File: src/sv/fnvh_pkg.sv
// Package for the FNV-1a interning table: constants and sequencer states.
// No dependencies.
package fnvh_pkg;
    localparam int KEY_WORDS = 8;
    localparam int DEF_CAPACITY = 512;
    localparam logic [63:0] FNV_BASIS = 64'hCBF29CE484222325;
    localparam logic [63:0] FNV_PRIME = 64'h00000100000001B3;
    localparam logic [8:0] FILL_RESET = 9'd256;
    localparam logic OP_LOOKUP = 1'b0;
    localparam logic OP_CLEAR = 1'b1;

    typedef enum logic [2:0] {
        ST_IDLE,
        ST_HASH,
        ST_PROBE,
        ST_CMP,
        ST_CLEAR,
        ST_INIT
    } t_state;
endpackage

File: src/sv/fnvh_hash.sv
// Byte-serial FNV-1a unit: one byte folded per cycle, 64 bytes a key.
// Depends on fnvh_pkg.
module fnvh_hash import fnvh_pkg::*; (
    input  logic        i_clk,
    input  logic        i_rst_n,
    input  logic        i_start,
    input  logic [511:0] i_key,
    output logic        o_done,
    output logic [63:0] o_hash
);
    logic [63:0] r_h, n_h;
    logic [63:0] w_x;
    logic [5:0]  r_cnt;
    logic        r_run;
    logic [7:0]  w_byte;

    // select the current byte, low byte of word 0 first
    assign w_byte = i_key[{r_cnt, 3'b000} +: 8];
    // one xor-multiply step; shift-add by the sparse prime 2^40+2^8+0xB3
    always_comb begin
        w_x = r_h ^ {56'd0, w_byte};
        n_h = (w_x << 40) + (w_x << 8) + (w_x << 7) + (w_x << 5) + (w_x << 4) +
              (w_x << 1) + w_x;
    end

    // advance the hash one byte per cycle
    always_ff @(posedge i_clk) begin
        if (!i_rst_n) begin
            r_run <= 1'b0;
            r_cnt <= '0;
            o_done <= 1'b0;
        end else begin
            o_done <= 1'b0;
            if (i_start) begin
                r_run <= 1'b1;
                r_cnt <= '0;
                r_h <= FNV_BASIS;
            end else if (r_run) begin
                r_h <= n_h;
                r_cnt <= r_cnt + 6'd1;
                if (r_cnt == 6'd63) begin
                    r_run <= 1'b0;
                    o_done <= 1'b1;
                end
            end
        end
    end
    assign o_hash = r_h;
endmodule

File: config.mk
export PLATFORM = sky130hd
export DESIGN_NAME = fnvh_hash
export DESIGN_NICKNAME = d
export VERILOG_FILES = /design/src/sv/fnvh_pkg.sv /design/src/sv/fnvh_hash.sv
export SDC_FILE = /design/constraint.sdc
export NUM_CORES = 1
export LEC_CHECK = 0
export ABC_AREA = 0
export BUFFER_PORTS_ARGS = -buffer_cell sky130_fd_sc_hd__buf_2
export CAP_MARGIN = 20
export CELL_PAD_IN_SITES_DETAIL_PLACEMENT = 1
export CELL_PAD_IN_SITES_GLOBAL_PLACEMENT = 2
export CORE_ASPECT_RATIO = 1.2
export CORE_MARGIN = 5
export CORE_UTILIZATION = 35
export DETAILED_ROUTE_END_ITERATION = 16
export PLACE_DENSITY_LB_ADDON = 0.1
export SYNTH_ARGS = -nofsm -noshare
export SYNTH_HDL_FRONTEND = slang
export SYNTH_SLANG_ARGS = --single-unit
File: constraint.sdc
create_clock -name i_clk -period 20.3 [get_ports i_clk]
set_clock_uncertainty 0.1 [all_clocks]
set_input_delay 6.09 -clock i_clk [delete_from_list [all_inputs] [get_ports i_clk]]
set_output_delay 6.09 -clock i_clk [all_outputs]
set_load 0.01 [all_outputs]
# ---- Word level (Yosys, flattened, before mapping)
# Cells that the tools add are included.
dict set report word_totals {
  register_bits 72
  input_bits 515
  out_inout_bits 65
  elab_cells 25
}
dict set report op_classes {
  n_addsub 7
  eq_ne 1
  shifts 1
  n_mux 5
  bitwise 3
  n_reduce_logical 4
}
# op n
set op_table {}
lappend op_table {{$shiftx 512x10->8} 1}
lappend op_table {{$add 64x64->64} 6}
lappend op_table {{$mux 64} 1}
lappend op_table {{$xor 64x8->64} 1}
lappend op_table {{$add 6x1->6 const B} 1}
lappend op_table {{$eq 6x6->1 const B} 1}
lappend op_table {{$mux 1} 4}
lappend op_table {{$reduce_or 3->1} 1}
lappend op_table {{$not 1->1} 2}
lappend op_table {{$reduce_and 2->1} 1}
lappend op_table {{$reduce_bool 2->1} 1}
lappend op_table {{$reduce_or 2->1} 1}

# ---- Longest topological paths before layout
dict set report depth {
  depth_word 9
  mapped_depth 29
  depth_no_buf 26
}

# ---- Least setup slack after synthesis
# No wires, ideal clock.
dict set report synth_timing {
  kind {in2reg}
  start {input port i_key[508]}
  end {register r_h[62], in the netlist o_hash[62] (data pin)}
  setup_ps 265
  t_arrival_ps 12170
  required_time_ps 19935
  setup_slack_ps 7765
  path_stages 21
  n_path_buf 0
  path_cell_list {mux4_2 -> mux4_2 -> mux4_2 -> xor2_1 -> inv_1 -> fa_1 -> inv_1 -> fa_1 -> fa_1 -> ha_1 -> ha_1 -> a21oi_1 -> o21ai_0 -> a311oi_2 -> nand2_1 -> o22ai_2 -> o221ai_1 -> a41oi_1 -> o211ai_1 -> a211oi_1 -> mux2i_1}
}
dict set report synth_between {
  elab_chain_len 9
}
# item line_no
set synth_lines {}
lappend synth_lines {{start, declared} fnvh_hash.sv:7} ;# input logic [511:0] i_key,
lappend synth_lines {{$shiftx 512x10->8 (*)} fnvh_hash.sv:18} ;# assign w_byte = i_key[{r_cnt, 3'b000} +: 8];
lappend synth_lines {{$xor 64x8->64 (*)} fnvh_hash.sv:21} ;# w_x = r_h ^ {56'd0, w_byte};
lappend synth_lines {{$add 64x64->64 (5 in series)} fnvh_hash.sv:22} ;# n_h = (w_x << 40) + (w_x << 8) + (w_x << 7) + (w_x << 5) + (w_x << 4) +
lappend synth_lines {{$add 64x64->64 (*)} fnvh_hash.sv:23} ;# (w_x << 1) + w_x;
lappend synth_lines {{$mux 64 (*)} fnvh_hash.sv:38} ;# end else if (r_run) begin
lappend synth_lines {{end signal, assigned} fnvh_hash.sv:39} ;# r_h <= n_h;
lappend synth_lines {{end, declared} fnvh_hash.sv:11} ;# logic [63:0] r_h, n_h;
# Every way passes the cells marked *; elsewhere a longest branch is shown, timed or not. The select of a mux whose other input is x is not followed.
# A chain may end at the register's enable or synchronous reset.

# ---- Final worst setup path
dict set report layout_timing {
  start {input port i_key[93]}
  end {register r_h[62], in the netlist o_hash[62] (data pin)}
}
# Same word-level chain as after synthesis.

==> flow_metrics.py <==
metrics = {
    "route": {
        "drtIter0Drc": 847,
        "detail_route.wirelength_um": 74000,
        "vias": 14600,
        "drt-vias-per-instance": 5.36,
        "drtPass1Iterations": 5,
        "drt.antenna.violating_nets": 0,
        "wire_per_inst_um": 27.1,
        "drc": 0,
    },
    "sta": {
        "slew_headroom": 0.265,
        "rsz0062_at_grt": "false",
        "post-route-period-util": 0.700,
        "setup_slack_ps": 6090,
        "max_freq_mhz": 70.4,
        "finalCriticalPeriod_ps": 14210,
        "drv_slew": 0,
        "tightestPinTransition_ps": 1100,
        "setup_viol": 0,
        "holdWs_ps": 517,
        "final_hold_viol_count": 0,
        "timing.setup.tns_ps": 0,
    },
    "synth": {
        "synthTopCellsByArea": "fa_1, mux4_2, edfxtp_1",
        "synth_edf_count": 64,
        "ys_ff_latch": 72,
        "synth.distinct_cells": 67,
        "synthCells": 1545,
        "avgSynthCellArea_um2": 11.0,
        "yosys.area.top_type_share": 0.287,
        "ys.flop_type": "edfxtp_1",
        "synth_nets": 2416,
        "netlist_area_mm2": 0.0171,
        "ys_async_sr_fraction": 0,
        "yosysSeqAreaShare": 0.122,
        "yosys.area.top_type": "fa_1",
        "yosysWarnings": 0,
    },
    "floorplan": {
        "die_w_um": 212,
        "die_h_um": 252,
        "pin_count": 580,
        "rows": 88,
        "start_util": 0.354,
        "fp.dieArea_mm2": 0.0533,
        "core-area_mm2": 0.0482,
    },
    "layout": {
        "multi_input_area_mm2": 0.0134,
        "seqCellArea_mm2": 0.00209,
        "area_growth_pct": 22.7,
        "final_layout_size_suffix_gt1_frac": 0.384,
        "nFillCells": 5555,
        "nNetsFinal": 2956,
    },
    "critical_path": {
        "path_delay_family": "compound AO/OA/AOI/OAI gates",
        "path_cells": "buf_2 -> mux4_2 -> mux4_2 -> mux4_2 -> xnor2_1 -> inv_1 -> fa_1 -> inv_1 -> fa_1 -> inv_1 -> fa_1 -> ha_1 -> ha_1 -> a21oi_1 -> o21ai_0 -> a311oi_2 -> nand2_1 -> o22ai_2 -> o221ai_1 -> a41oi_1 -> o211ai_1 -> a211oi_1 -> mux2i_1",
        "path_class": "primary input to flip-flop",
        "start_kind": "primary input",
        "path_buf_inv": 4,
        "worstPathArrival_ps": 14280,
        "crit_fanout": 5,
        "critPathMaxStageDelay_ps": 800,
        "critPathSlowestCell": "xnor2_1",
        "crit_path_end_kind": "flip-flop",
        "critical_path_required_ps": 20370,
    },
    "grt": {
        "antenna_found_initial": 14,
        "grt_max_degree": 75,
        "grt_remaining_overflow": 0,
        "grt_pass1_vias": 16500,
        "grt_pass1_wl_um": 110000,
        "grt_usage": 0.277,
    },
    "clocking": {
        "cts-root-buf": "clkbuf_16",
        "cts_tree": "done",
        "cts_inserted_buffers": 9,
        "cts-hold-fix-buffers": 0,
        "cts.sinks": 72,
        "cts_buffer_depth": 2,
        "clk-insertion-delay-late_ps": 350,
        "cts_resized": 0,
        "cts_setup_buffers": 0,
        "htreeDepth": 3,
        "cts.clk_slew.worst_paths_ps": 70,
    },
    "flow_run": {
        "max_cap_violations": 0,
    },
    "place": {
        "io_buffers": 579,
        "place_congestion": 0.986,
        "place_hpwl_um": 65200,
        "dp_slack_ps": 5750,
    },
    "hold_path": {
        "min_path_type": "flip-flop to flip-flop",
    },
    "status": {
        "status": "finished, final reports clean",
    },
}
-- routing by layer --
| layer | up-vias | share of wire | track usage |
|---|---|---|---|
| li1 | 6388 | - | - |
| met1 | 7711 | 0.41 | 0.367 |
| met2 | 457 | 0.52 | 0.493 |
| met3 | 43 | 0.058 | 0.0454 |
| met4 | 6 | 0.0094 | 0.0320 |
| met5 | - | 0.00054 | 0 |
-- registers in the layout (all words and copies together) (netlist names) --
register  count
r_cnt         6
o_hash       64
r_run         1
o_done        1
-- cell usage in the layout, fill, tap and decap left out, types with 37 or more instances in the layout --
cell type  Yosys  layout
nand2_1       50      50
a21o_1        37      37
edfxtp_1      64      64
a21oi_1       64      64
buf_2         12     579
nor2_1        77      77
xnor2_1       43      43
ha_1         111     111
inv_1        332     332
mux4_2       162     162
fa_1         245     245
-- per-stage QoR --
step                cell area [µm²]   util  std cells
floorplan                     17100      -       1545
global placement              20600  0.427       2703
detailed placement            20600  0.427       2703
CTS                           20900  0.433       2719
global route                  20900  0.434       2723
finish                        20900  0.434       2725
-- synthesized netlist by cell type (11+ instances only) --
cell type,number
fa_1,245
nand3_1,19
mux4_2,162
xnor2_1,43
nand4_1,23
o21ai_0,33
clkbuf_1,44
a21oi_1,64
a21o_1,37
nor2_1,77
nand2_1,50
edfxtp_1,64
nand2b_1,23
buf_2,12
inv_1,332
a31oi_1,11
ha_1,111
mux2i_1,12
nor2b_1,12
xor2_1,36
-- area by class of cell --
type,instances,area share
Clock buffer,9,0.0108
Inverter,333,0.0597
Timing Repair Buffer,604,0.148
Sequential cell,72,0.0999
Tap cell,630,0.0376
Clock inverter,7,0.00526
Multi-Input combinational cell,1065,0.638
Antenna cell,5,0.000597
-- worst reg2reg max path: stages (launching register included) --
cell      delay (ps)
dfxtp_4          980
buf_4            880
mux4_2           600
mux4_2           530
mux4_2           490
xnor2_1          800
inv_1            450
fa_1             620
inv_1             60
fa_1             530
inv_1             50
fa_1             380
ha_1             310
ha_1             360
a21oi_1          190
o21ai_0          140
a311oi_2         470
nand2_1          270
o22ai_2          340
o221ai_1         290
a41oi_1          480
o211ai_1         170
a211oi_1         350
mux2i_1          290
-- cell families after synthesis --
kind of cell	share of synthesized area
adder cells (fa/ha/maj)	0.369
multiplexers	0.224
XOR/XNOR	0.0425
buffers and inverters	0.0950
AO/OA/AOI/OAI	0.0781
AND/OR/NAND/NOR	0.0694
flip-flops	0.122
-- worst paths after layout --
| kind | startpoint | endpoint | slack, ps | cells past startpoint |
|---|---|---|---|---|
| max | i_key[93] | o_hash[62]$_SDFFCE_PP1P_ | 6090 | 23 |
| min | r_run$_SDFF_PN0_ | o_done$_SDFF_PP0_ | 520 | 2 |
| max reg2reg | r_cnt[1]$_SDFFE_PP0P_ | o_hash[62]$_SDFFCE_PP1P_ | 10010 | 23 |
| min reg2reg | r_run$_SDFF_PN0_ | o_done$_SDFF_PP0_ | 520 | 2 |
Power is left out: the tool's default activity adds up to more than one toggle a clock period on the data nets, which glitch-free logic cannot reach.
